<file path="src/rtl/xmltok_pkg.sv">
`timescale 1ns / 1ps

package xmltok_pkg;

   // Markup event codes carried by each result.
   typedef enum logic [2:0] {
      EV_NONE          = 3'd0,
      EV_TAG_OPEN      = 3'd1,
      EV_TAG_CLOSE     = 3'd2,
      EV_NAME_END      = 3'd3,
      EV_ATTR_NAME_END = 3'd4,
      EV_VALUE_END     = 3'd5
   } xmltok_event_type;

   // Error codes carried by each result.
   typedef enum logic [1:0] {
      ERR_NONE          = 2'd0,
      ERR_OPEN_IN_TAG   = 2'd1,
      ERR_CLOSE_OUT_TAG = 2'd2
   } xmltok_error_type;

   // Bytes with a meaning in markup.
   localparam logic [7:0] CHAR_LT      = 8'h3C;
   localparam logic [7:0] CHAR_GT      = 8'h3E;
   localparam logic [7:0] CHAR_DQUOTE  = 8'h22;
   localparam logic [7:0] CHAR_SQUOTE  = 8'h27;
   localparam logic [7:0] CHAR_SLASH   = 8'h2F;
   localparam logic [7:0] CHAR_EQUALS  = 8'h3D;
   localparam logic [7:0] CHAR_SPACE   = 8'h20;
   localparam logic [7:0] CHAR_TAB     = 8'h09;
   localparam logic [7:0] CHAR_NEWLINE = 8'h0A;
   localparam logic [7:0] CHAR_NUL     = 8'h00;

   // Register port geometry and register indexes.
   localparam int unsigned CSR_ADDR_WIDTH = 3;
   localparam int unsigned CSR_DATA_WIDTH = 32;
   localparam logic [0:0]  REG_ACCEPT_SQ  = 1'b0;

   // Parse flags kept between bytes.
   typedef struct packed {
      logic in_tag;
      logic in_tag_name;
      logic in_quoted_value;
      logic in_attribute_name;
      logic end_tag_seen;
      logic token_open;
   } xmltok_flags_type;

endpackage

</file>
<file path="src/rtl/xmltok_if.sv">
`timescale 1ns / 1ps

interface xmltok_req_if;
   logic       valid;
   logic       ready;
   logic [7:0] data_byte;

   modport source (output valid, output data_byte, input ready);
   modport sink (input valid, input data_byte, output ready);
endinterface

interface xmltok_rsp_if
   import xmltok_pkg::*;
#(
   parameter int unsigned LENGTH_WIDTH = 16
);
   logic                    valid;
   logic                    ready;
   xmltok_event_type        event_res;
   xmltok_error_type        error;
   logic [LENGTH_WIDTH-1:0] token_length;
   logic                    closing_tag;
   logic [7:0]              stored_byte;

   modport source (output valid, output event_res, output error, output token_length,
                   output closing_tag, output stored_byte, input ready);
   modport sink (input valid, input event_res, input error, input token_length,
                 input closing_tag, input stored_byte, output ready);
endinterface

</file>
<file path="src/rtl/xmltok_csr.sv">
`timescale 1ns / 1ps

module xmltok_csr
   import xmltok_pkg::*;
(
   input  logic                      clock,
   input  logic                      reset,
   input  logic                      psel,
   input  logic                      penable,
   input  logic                      pwrite,
   input  logic [CSR_ADDR_WIDTH-1:0] paddr,
   input  logic [CSR_DATA_WIDTH-1:0] pwdata,
   output logic [CSR_DATA_WIDTH-1:0] prdata,
   output logic                      pready,
   output logic                      accept_single_quote
);

   logic       asq_ff;
   logic       asq_in;
   logic [0:0] reg_index;
   logic       addr_hit;

   // Registers sit on 4-byte boundaries.
   assign reg_index = paddr[CSR_ADDR_WIDTH-1:2];
   assign addr_hit  = (reg_index == REG_ACCEPT_SQ) && (paddr[1:0] == 2'b00);

   always_comb begin
      asq_in = asq_ff;
      if (psel && penable && pwrite && addr_hit) begin
         asq_in = pwdata[0];
      end
   end

   always_ff @(posedge clock) begin
      if (reset) begin
         asq_ff <= 1'b0;
      end else begin
         asq_ff <= asq_in;
      end
   end

   assign prdata = addr_hit ? {{(CSR_DATA_WIDTH-1){1'b0}}, asq_ff} : '0;
   assign pready = 1'b1;
   assign accept_single_quote = asq_ff;

endmodule

</file>
<file path="src/rtl/xmltok_core.sv">
`timescale 1ns / 1ps

module xmltok_core
   import xmltok_pkg::*;
#(
   parameter int unsigned LENGTH_WIDTH = 16
) (
   input  logic [7:0]              data_byte,
   input  logic                    accept_single_quote,
   input  xmltok_flags_type        flags,
   input  logic [7:0]              previous_byte,
   input  logic [LENGTH_WIDTH-1:0] token_count,
   output xmltok_flags_type        flags_next,
   output logic [LENGTH_WIDTH-1:0] token_count_next,
   output xmltok_event_type        event_res,
   output xmltok_error_type        error,
   output logic [LENGTH_WIDTH-1:0] token_length,
   output logic                    closing_tag,
   output logic [7:0]              stored_byte
);

   logic [LENGTH_WIDTH-1:0] base;
   logic                    is_quote;

   // A closed token restarts from zero with this byte.
   assign base = flags.token_open ? token_count : '0;
   assign token_count_next = (base == '1) ? base : base + 1'b1;
   assign token_length = base;

   assign is_quote = (data_byte == CHAR_DQUOTE) ||
                     ((data_byte == CHAR_SQUOTE) && accept_single_quote);

   always_comb begin
      flags_next            = flags;
      flags_next.token_open = 1'b1;
      event_res             = EV_NONE;
      error                 = ERR_NONE;
      closing_tag           = 1'b0;
      stored_byte           = data_byte;

      if (data_byte == CHAR_LT) begin
         if (!flags.in_quoted_value) begin
            if (flags.in_tag) begin
               error = ERR_OPEN_IN_TAG;
            end
            flags_next.in_tag       = 1'b1;
            flags_next.in_tag_name  = 1'b1;
            flags_next.end_tag_seen = 1'b0;
            flags_next.token_open   = 1'b0;
            event_res               = EV_TAG_OPEN;
         end
      end else if (data_byte == CHAR_GT) begin
         if (!flags.in_quoted_value) begin
            if (!flags.in_tag) begin
               error = ERR_CLOSE_OUT_TAG;
            end else begin
               flags_next.in_tag            = 1'b0;
               flags_next.in_tag_name       = 1'b0;
               flags_next.in_attribute_name = 1'b0;
               flags_next.end_tag_seen      = 1'b0;
               flags_next.token_open        = 1'b0;
               stored_byte                  = CHAR_NUL;
               event_res                    = EV_TAG_CLOSE;
               closing_tag                  = flags.end_tag_seen;
            end
         end
      end else if (is_quote) begin
         if (flags.in_quoted_value) begin
            flags_next.in_quoted_value   = 1'b0;
            flags_next.in_attribute_name = 1'b1;
            stored_byte                  = CHAR_NUL;
            event_res                    = EV_VALUE_END;
         end else begin
            flags_next.in_tag_name       = 1'b0;
            flags_next.in_attribute_name = 1'b0;
            flags_next.in_quoted_value   = 1'b1;
         end
         flags_next.token_open = 1'b0;
      end else if (data_byte == CHAR_SLASH) begin
         if (!flags.in_quoted_value && flags.in_tag && (previous_byte == CHAR_LT)) begin
            flags_next.end_tag_seen = 1'b1;
            flags_next.token_open   = 1'b0;
         end
      end else if (data_byte == CHAR_NEWLINE) begin
         stored_byte = CHAR_SPACE;
      end else if ((data_byte == CHAR_SPACE) || (data_byte == CHAR_TAB)) begin
         if (!flags.in_quoted_value) begin
            if (flags.in_tag_name) begin
               stored_byte                  = CHAR_NUL;
               event_res                    = EV_NAME_END;
               flags_next.in_tag_name       = 1'b0;
               flags_next.in_attribute_name = 1'b1;
            end
            flags_next.token_open = 1'b0;
         end
      end else if (data_byte == CHAR_EQUALS) begin
         if (!flags.in_quoted_value) begin
            flags_next.in_attribute_name = 1'b0;
            flags_next.token_open        = 1'b0;
            stored_byte                  = CHAR_NUL;
            event_res                    = EV_ATTR_NAME_END;
         end
      end
   end

endmodule

</file>
<file path="src/rtl/xml_markup_byte_tokenizer.sv">
`timescale 1ns / 1ps

// XML markup byte tokenizer.
// The req_chan channel brings one byte of XML text per request; the rsp_chan channel
// returns exactly one result per byte, in order: an event code, an error code, the
// length of the token the byte ends, the closing-tag flag and the byte as written back
// (newline as space, terminating delimiters as zero).
// The csr_ port is an APB-style register port. Register 0 (byte address 0), bit 0,
// lets an apostrophe delimit attribute values; write it only while the block is idle.
// A request taken into the input register is parsed against the flag registers into the
// result register, from which the receiver can take it.
// Throughput is one request per cycle while the receiver does not stall. The flags and
// the token counter update in the same cycle a byte moves into the result register,
// so the next byte sees them at once.
// When the receiver stalls, the result register holds, the input register keeps one
// more byte, and req_chan.ready drops only when both are full.
// Reset is synchronous: it empties both registers, clears every flag, the previous
// byte and the token counter, and turns apostrophe quoting off.

module xml_markup_byte_tokenizer
   import xmltok_pkg::*;
#(
   parameter int unsigned LENGTH_WIDTH = 16
) (
   input  logic                      clock,
   input  logic                      reset,
   xmltok_req_if.sink                req_chan,
   xmltok_rsp_if.source              rsp_chan,
   input  logic                      csr_psel,
   input  logic                      csr_penable,
   input  logic                      csr_pwrite,
   input  logic [CSR_ADDR_WIDTH-1:0] csr_paddr,
   input  logic [CSR_DATA_WIDTH-1:0] csr_pwdata,
   output logic [CSR_DATA_WIDTH-1:0] csr_prdata,
   output logic                      csr_pready
);

   logic accept_single_quote;

   // Input register stage.
   logic       in_valid_ff;
   logic [7:0] in_byte_ff;

   // Parser state, kept across bytes.
   xmltok_flags_type        flags_ff;
   xmltok_flags_type        flags_in;
   logic [7:0]              prev_byte_ff;
   logic [LENGTH_WIDTH-1:0] count_ff;
   logic [LENGTH_WIDTH-1:0] count_in;

   // Result register stage.
   logic                    out_valid_ff;
   xmltok_event_type        event_ff;
   xmltok_event_type        event_in;
   xmltok_error_type        error_ff;
   xmltok_error_type        error_in;
   logic [LENGTH_WIDTH-1:0] length_ff;
   logic [LENGTH_WIDTH-1:0] length_in;
   logic                    closing_ff;
   logic                    closing_in;
   logic [7:0]              stored_ff;
   logic [7:0]              stored_in;

   logic out_ready;
   logic in_ready;
   logic advance;

   xmltok_csr u_csr (
      .clock               (clock),
      .reset               (reset),
      .psel                (csr_psel),
      .penable             (csr_penable),
      .pwrite              (csr_pwrite),
      .paddr               (csr_paddr),
      .pwdata              (csr_pwdata),
      .prdata              (csr_prdata),
      .pready              (csr_pready),
      .accept_single_quote (accept_single_quote)
   );

   // The result register can load when it is empty or its content leaves this cycle;
   // the input register can load when it is empty or its byte moves on.
   assign out_ready     = !out_valid_ff || rsp_chan.ready;
   assign advance       = in_valid_ff && out_ready;
   assign in_ready      = !in_valid_ff || out_ready;
   assign req_chan.ready = in_ready;

   always_ff @(posedge clock) begin
      if (reset) begin
         in_valid_ff <= 1'b0;
      end else if (in_ready) begin
         in_valid_ff <= req_chan.valid;
      end
   end

   always_ff @(posedge clock) begin
      if (in_ready && req_chan.valid) begin
         in_byte_ff <= req_chan.data_byte;
      end
   end

   xmltok_core #(
      .LENGTH_WIDTH (LENGTH_WIDTH)
   ) u_core (
      .data_byte           (in_byte_ff),
      .accept_single_quote (accept_single_quote),
      .flags               (flags_ff),
      .previous_byte       (prev_byte_ff),
      .token_count         (count_ff),
      .flags_next          (flags_in),
      .token_count_next    (count_in),
      .event_res           (event_in),
      .error               (error_in),
      .token_length        (length_in),
      .closing_tag         (closing_in),
      .stored_byte         (stored_in)
   );

   // State moves only when a byte is parsed into the result register.
   always_ff @(posedge clock) begin
      if (reset) begin
         flags_ff     <= '0;
         prev_byte_ff <= '0;
         count_ff     <= '0;
      end else if (advance) begin
         flags_ff     <= flags_in;
         prev_byte_ff <= in_byte_ff;
         count_ff     <= count_in;
      end
   end

   always_ff @(posedge clock) begin
      if (reset) begin
         out_valid_ff <= 1'b0;
      end else if (out_ready) begin
         out_valid_ff <= in_valid_ff;
      end
   end

   always_ff @(posedge clock) begin
      if (advance) begin
         event_ff   <= event_in;
         error_ff   <= error_in;
         length_ff  <= length_in;
         closing_ff <= closing_in;
         stored_ff  <= stored_in;
      end
   end

   assign rsp_chan.valid        = out_valid_ff;
   assign rsp_chan.event_res    = event_ff;
   assign rsp_chan.error        = error_ff;
   assign rsp_chan.token_length = length_ff;
   assign rsp_chan.closing_tag  = closing_ff;
   assign rsp_chan.stored_byte  = stored_ff;

endmodule

</file>
<file path="src/flat_wrapper.sv">
// flat-port wrapper written by rule: the top's interface ports become plain ports
module xml_markup_byte_tokenizer_flat import xmltok_pkg::*;
#(
   parameter int unsigned LENGTH_WIDTH = 16
)
  (clock, reset, csr_psel, csr_penable, csr_pwrite, csr_paddr, csr_pwdata, csr_prdata, csr_pready, req_chan_valid, req_chan_data_byte, req_chan_ready, rsp_chan_valid, rsp_chan_event_res, rsp_chan_error, rsp_chan_token_length, rsp_chan_closing_tag, rsp_chan_stored_byte, rsp_chan_ready);
  xmltok_req_if req_chan_i ();
  xmltok_rsp_if #(.LENGTH_WIDTH(LENGTH_WIDTH)) rsp_chan_i ();
  input  logic clock;
  input  logic reset;
  input  logic csr_psel;
  input  logic csr_penable;
  input  logic csr_pwrite;
  input  logic [CSR_ADDR_WIDTH-1:0] csr_paddr;
  input  logic [CSR_DATA_WIDTH-1:0] csr_pwdata;
  output logic [CSR_DATA_WIDTH-1:0] csr_prdata;
  output logic csr_pready;
  input wire logic [$bits(req_chan_i.valid)-1:0] req_chan_valid;
  input wire logic [$bits(req_chan_i.data_byte)-1:0] req_chan_data_byte;
  output wire logic [$bits(req_chan_i.ready)-1:0] req_chan_ready;
  output wire logic [$bits(rsp_chan_i.valid)-1:0] rsp_chan_valid;
  output wire logic [$bits(rsp_chan_i.event_res)-1:0] rsp_chan_event_res;
  output wire logic [$bits(rsp_chan_i.error)-1:0] rsp_chan_error;
  output wire logic [$bits(rsp_chan_i.token_length)-1:0] rsp_chan_token_length;
  output wire logic [$bits(rsp_chan_i.closing_tag)-1:0] rsp_chan_closing_tag;
  output wire logic [$bits(rsp_chan_i.stored_byte)-1:0] rsp_chan_stored_byte;
  input wire logic [$bits(rsp_chan_i.ready)-1:0] rsp_chan_ready;
  assign req_chan_i.valid = req_chan_valid;
  assign req_chan_i.data_byte = req_chan_data_byte;
  assign req_chan_ready = req_chan_i.ready;
  assign rsp_chan_valid = rsp_chan_i.valid;
  assign rsp_chan_event_res = rsp_chan_i.event_res;
  assign rsp_chan_error = rsp_chan_i.error;
  assign rsp_chan_token_length = rsp_chan_i.token_length;
  assign rsp_chan_closing_tag = rsp_chan_i.closing_tag;
  assign rsp_chan_stored_byte = rsp_chan_i.stored_byte;
  assign rsp_chan_i.ready = rsp_chan_ready;
  xml_markup_byte_tokenizer #(.LENGTH_WIDTH(LENGTH_WIDTH)) u_core (.clock(clock), .reset(reset), .req_chan(req_chan_i), .rsp_chan(rsp_chan_i), .csr_psel(csr_psel), .csr_penable(csr_penable), .csr_pwrite(csr_pwrite), .csr_paddr(csr_paddr), .csr_pwdata(csr_pwdata), .csr_prdata(csr_prdata), .csr_pready(csr_pready));
endmodule
</file>
<file path="config.mk">
export PLATFORM = sky130hd
export DESIGN_NAME = xml_markup_byte_tokenizer_flat
export DESIGN_NICKNAME = d
export VERILOG_FILES = /design/src/rtl/xmltok_pkg.sv /design/src/rtl/xmltok_if.sv /design/src/rtl/xmltok_csr.sv /design/src/rtl/xmltok_core.sv /design/src/rtl/xml_markup_byte_tokenizer.sv /design/src/flat_wrapper.sv
export SDC_FILE = /design/constraint.sdc
export NUM_CORES = 1
export LEC_CHECK = 0
export ABC_AREA = 0
export BUFFER_PORTS_ARGS = -buffer_cell sky130_fd_sc_hd__buf_2
export CELL_PAD_IN_SITES_DETAIL_PLACEMENT = 1
export CELL_PAD_IN_SITES_GLOBAL_PLACEMENT = 1
export CORE_MARGIN = 2
export CORE_UTILIZATION = 38
export CTS_CLUSTER_DIAMETER = 150
export CTS_CLUSTER_SIZE = 8
export DETAILED_ROUTE_END_ITERATION = 8
export PLACE_DENSITY = 0.84
export RECOVER_POWER = 25
export SYNTH_ARGS = -nofsm -noshare
export SYNTH_HDL_FRONTEND = slang
export SYNTH_SLANG_ARGS = --single-unit
</file>
<file path="constraint.sdc">
create_clock -name clock -period 3.55 [get_ports clock]
set_input_delay 0.71 -clock clock [delete_from_list [all_inputs] [get_ports clock]]
set_output_delay 0.71 -clock clock [all_outputs]
set_load 0.01 [all_outputs]
</file>
Word level (Yosys, flattened, before mapping)
Cells that the tools add are included.

Register bits: 70. Input port bits: 50. Output and inout port bits: 65.

Add/sub/neg operators: 1. Equal/unequal tests: 17. Multiplexer cells: 62. Bitwise logic cells: 5. Reduce and logical (&&, ||, !) cells: 26.

Operator list (count): two-way mux 8 bit (13); == test 8 x 6 -> 1 bit (second input constant) (8); two-way mux 2 bit (18); two-way mux 16 bit (2); two-way mux 3 bit (9); two-way mux 1 bit (20); adder 16 x 1 -> 16 bit (second input constant) (1); == test 16 bit (second input constant) (1); == test 8 x 4 -> 1 bit (second input constant) (2); AND reduction 7 bit (2); logical AND 1 bit (9); inequality test 4 bit (second input constant) (2); nonzero test 3 bit (2); NOT 1 bit (5); logical OR 1 bit (4); inequality test 2 bit (second input constant) (2); AND reduction 4 bit (1); nonzero test 4 bit (1); OR reduction 4 bit (1); logical NOT 1 bit (3); inequality test 3 x 1 -> 1 bit (second input constant) (1); inequality test 3 x 2 -> 1 bit (second input constant) (1); AND reduction 3 bit (1); logical NOT 2 bit (1); nonzero test 2 bit (1).

Logic depth before layout (Yosys ltp)
Depth after elaboration: 8. Mapped depth: 10. Gate-level depth less buffers: 7.

Hierarchy
A second synthesis with hierarchy kept.

Cells, all modules: 367. Area, all modules: 3862.5 um2.

By module, submodules not included: xml_markup_byte_tokenizer (times used 1, cells each 178, area an instance 2598.7 um2); xmltok_core (times used 1, cells each 148, area an instance 949.7 um2); xmltok_csr (times used 1, cells each 41, area an instance 314.1 um2).

Worst setup path after synthesis
OpenSTA, ideal clock, no wires.

Path kind: input -> register. From: input port rsp_chan_ready. To: register u_core.closing_ff (netlist: u_core.rsp_chan.closing_tag), enable pin. Setup time: 406 ps. Arrival: 2131 ps. Required time: 3144 ps. Path slack: 1013 ps. Cell stages on the path: 4. Cells stage by stage: nand2b_1 > nand2_1 > inv_1 > clkbuf_1.

Cells in the longest elaborated chain, start to end: 2.

RTL lines: start: declaration (line flat_wrapper.sv:27) `input wire logic [$bits(rsp_chan_i.ready)-1:0] rsp_chan_ready;`; logical OR 1 bit (line xml_markup_byte_tokenizer.sv:83) `assign out_ready = !out_valid_ff || rsp_chan.ready;`; logical AND 1 bit (line xml_markup_byte_tokenizer.sv:84) `assign advance = in_valid_ff && out_ready;`; named net u_core.advance (line xml_markup_byte_tokenizer.sv:66) `logic advance;`; end signal: assignment (line xml_markup_byte_tokenizer.sv:145) `closing_ff <= closing_in;`; end: declaration (line xml_markup_byte_tokenizer.sv:59) `logic closing_ff;`.

The timed path passes the listed nets, and every way through them passes these cells. A chain may end at the register's enable or synchronous reset.

Final worst setup path
From: register u_core.flags_ff[0] (netlist name). To: register u_core.count_ff[0].

Cells in the longest elaborated chain, start to end: 3.

RTL lines: start: declaration (line xml_markup_byte_tokenizer.sv:45) `xmltok_flags_type flags_ff;`; start signal: assignment (line xml_markup_byte_tokenizer.sv:126) `flags_ff <= flags_in;`; two-way mux 16 bit * (line xmltok_core.sv:26) `assign base = flags.token_open ? token_count : '0;`; adder 16 x 1 -> 16 bit or == test 16 bit (tied branches) (line xmltok_core.sv:27) `assign token_count_next = (base == '1) ? base : base + 1'b1;`; two-way mux 16 bit * (line xmltok_core.sv:27); end signal: assignment (line xml_markup_byte_tokenizer.sv:128) `count_ff <= count_in;`; end: declaration (line xml_markup_byte_tokenizer.sv:48) `logic [LENGTH_WIDTH-1:0] count_ff;`.

Mark *: on every way between the ends. The rest lies on a longest branch, timed or not.

==> Implementation_results.wiki <==
{| class="wikitable"
! Metric !! Value
|-
| Vias || 2,992
|-
| RSZ-0062 raised after global routing || no
|-
| Leakage power || 1.47 nW
|-
| Nature of the critical path startpoint || flop
|-
| Final clock period utilization by the worst path || 77.5%
|-
| Share of async-settable or async-resettable flops after synthesis || 0%
|-
| Number of hold violations in the final report || 0
|-
| Average wire per cell in the routed design || 16.0 um
|-
| Initial standard-cell utilization of the core || 39.2%
|-
| Die Ht || 102 um
|-
| Slew of the pin with the lowest slew margin || 0.750 ns
|-
| Total of warnings raised by yosys || 0
|-
| Main flop type after synthesis || sky130_fd_sc_hd__edfxtp_1
|-
| Area growth, synth to finish || 11.0%
|-
| Setup TNS || 0 ns
|-
| Reg clk slew, reported paths || 0.07 ns
|-
| Die outline area || 0.0103 sq mm
|-
| Largest fanout of any net on the critical path || 14
|-
| CTS tree || done
|-
| Average cell area after synthesis || 9.77 sq um
|-
| Remaining global-route overflow || 0
|-
| Max incr delay on CP || 0.66 ns
|-
| Layout Nets || 466
|-
| Number of design rule violations left after detail routing || 0
|-
| Final count of pins violating max slew || 0
|-
| Instance count after placement with tap cells included || 533
|-
| Resized Gates After CTS || 0
|-
| Cell types occupying the most area after synthesis || sky130_fd_sc_hd__edfxtp_1, sky130_fd_sc_hd__dfxtp_1, sky130_fd_sc_hd__buf_4
|-
| Hold Slack || 0.462 ns
|-
| Path class of the lowest-slack min-delay path || reg2reg
|-
| Core Region || 0.00924 sq mm
|-
| Largest voltage drop on the vdd net || 0.148 mV
|-
| Cell type contributing the most total cell area after synthesis || sky130_fd_sc_hd__edfxtp_1
|-
| Clock network latency to the later pin of the worst-skew pair || 0.35 ns
|-
| Top achievable clock speed || 363 MHz
|-
| Fraction of layout cells with a size suffix above 1 || 17.4%
|-
| TritonCTS sink count || 70
|-
| Fraction of post-synthesis cell area in the top cell type by area || 31.5%
|-
| Max cap viols || 0
|-
| Post-synthesis register bit count || 70
|-
| Worst Path Arrival || 2.99 ns
|-
| Required time at the endpoint of the critical path || 3.79 ns
|-
| Power density over the cells || 401 mW/mm^2
|-
| Min Tclk post-route || 2.75 ns
|-
| I/O pin total || 115
|-
| Post-route standard cell area excluding fillers || 0.00402 sq mm
|-
| Wire length of the first global-routing pass || 14.3 mm
|-
| Pre-Repair DR Iteration Count || 5
|-
| Power Total || 1.61 mW
|-
| Maximum number of pins on one net before global-route repair || 37
|-
| Count of port buffers added during placement || 51
|-
| Antenna diode count || 0
|-
| Number of rows created at floorplan || 35
|-
| Number of hold-repair buffers added at the cts stage || 0
|-
| Post-synthesis sequential area ratio || 49.1%
|-
| Clock Skews || 0.00551 ns
|-
| Routed wire length || 8.77 mm
|-
| Cell with the biggest individual delay on the critical path || sky130_fd_sc_hd__nor3_1
|-
| Final Instance Count excl. Fillers || 549
|-
| Global-route usage over all layers || 17.6%
|-
| CP cell instances || clkbuf_1, nand4_1, nor3_1, nand2_1, a311o_1
|-
| Final number of setup-violating endpoints || 0
|-
| CP endpoint kind || flop
|-
| Maximum clock path buffer count || 2
|-
| Post-CTS repair timing setup buffer count || 0
|-
| Post-route core utilization || 43.5%
|-
| Root buf cell || sky130_fd_sc_hd__clkbuf_8
|-
| Setup slack of the critical path after layout || 0.799 ns
|-
| Total standard cell area after synthesis || 0.00363 sq mm
|-
| Critical path start-end classification || reg2reg
|-
| Detailed-route vias per instance || 5.45
|-
| Initial antenna violation count || 0
|-
| HPWL after DPL || 6.04 mm
|-
| Width of the die || 102 um
|-
| Vias in the first global route || 2,969
|-
| Max_slew headroom || 50.0%
|-
| Run status || completed
|-
| Final weighted congestion in routability-driven placement || 0.875
|-
| Unique cell type count in the Yosys netlist || 60
|-
| Clock buffers created by TritonCTS || 9
|-
| Instance area after placement || 0.00388 sq mm
|-
| Number of flops mapped to enable cells by yosys || 38
|-
| CTS HTree Levels || 3
|-
| Count of mapped cells out of synthesis || 371
|-
| Drt initial violations || 153
|-
| Detail Route Antenna Nets || 0
|-
| Placement Setup Slack || 0.854 ns
|}
## cell usage in the layout (no fill, tap or decap), types with 12 or more instances in the layout
cell / n
sky130_fd_sc_hd__buf_2: 44
sky130_fd_sc_hd__dfxtp_1: 32
sky130_fd_sc_hd__nor3_1: 16
sky130_fd_sc_hd__nand3_1: 13
sky130_fd_sc_hd__a21oi_1: 23
sky130_fd_sc_hd__nand4_1: 14
sky130_fd_sc_hd__conb_1: 32
sky130_fd_sc_hd__clkbuf_1: 13
sky130_fd_sc_hd__inv_1: 12
sky130_fd_sc_hd__edfxtp_1: 38
sky130_fd_sc_hd__nor2_1: 14
sky130_fd_sc_hd__nand2_1: 34
## per-layer routing
metal,GRT usage [%],up-vias,share of wire [%]
li1,-,1404,-
met1,22.5,1454,44
met2,28.6,116,47
met3,3.66,18,6.8
met4,8.21,0,2.1
met5,0,-,0
## worst max-delay path: cells and delay by family (launching register included)
kind | cells | cell delay [ns]
AO/OA/AOI/OAI | 1 | 0.37
AND/OR/NAND/NOR | 3 | 1.19
flip-flops | 1 | 0.60
buffers and inverters | 1 | 0.48
## path summary, 6_finish.rpt
| kind | slack [ns] | start | end | depth (start not counted) |
|---|---|---|---|---|
| worst max-delay path | 0.80 | u_core.flags_ff[0] | u_core.count_ff[0] | 5 |
| worst min-delay path | 0.46 | u_core.prev_byte_ff[7] | u_core.prev_byte_ff[7] | 2 |
| worst max register to register | 0.80 | u_core.flags_ff[0] | u_core.count_ff[0] | 5 |
| worst min register to register | 0.46 | u_core.prev_byte_ff[7] | u_core.prev_byte_ff[7] | 2 |
## state kept, by name, indices dropped and copies added, names as in the netlist, 2 cells and up
name,cells
u_core.count_ff,16
u_core.flags_ff,5
u_core.in_byte_ff,8
u_core.prev_byte_ff,8
u_core.rsp_chan.error,2
u_core.rsp_chan.event_res,3
u_core.rsp_chan.stored_byte,8
u_core.rsp_chan.token_length,16
## layout make-up
class | count | area (sq um)
multi-input cells | 265 | 1580
clock buffers | 14 | 153
well taps | 129 | 161
repair buffers | 57 | 297
flip-flops and latches | 70 | 1780
clock inverters | 2 | 10.0
fillers | 1083 | 5220
inverters | 12 | 45.0
## power by group
part / switching [mW] / internal [mW]
Combinational: 0.0972 / 0.0471
Clock: 0.284 / 0.272
Sequential: 0.0283 / 0.884
## cell families after synthesis
logic type	after synthesis	synth area share (%)
simple gates	154	23.7
compound gates	72	14.4
flops	70	49.1
buf+inv	66	10.5
mux	6	1.69
other cells	2	0.207
fa+ha+maj	1	0.345
## cells in the mapped netlist (12+ instances only)
cell and count:
sky130_fd_sc_hd__buf_4 32, sky130_fd_sc_hd__nand2_1 34, sky130_fd_sc_hd__nor2_1 14, sky130_fd_sc_hd__nand4_1 14, sky130_fd_sc_hd__a21oi_1 23, sky130_fd_sc_hd__inv_1 12, sky130_fd_sc_hd__edfxtp_1 38, sky130_fd_sc_hd__nand3_1 13
sky130_fd_sc_hd__and2_1 18, sky130_fd_sc_hd__nor3_1 16, sky130_fd_sc_hd__clkbuf_1 16, sky130_fd_sc_hd__dfxtp_1 32
Note: power is estimated with default switching activity, not from simulation.
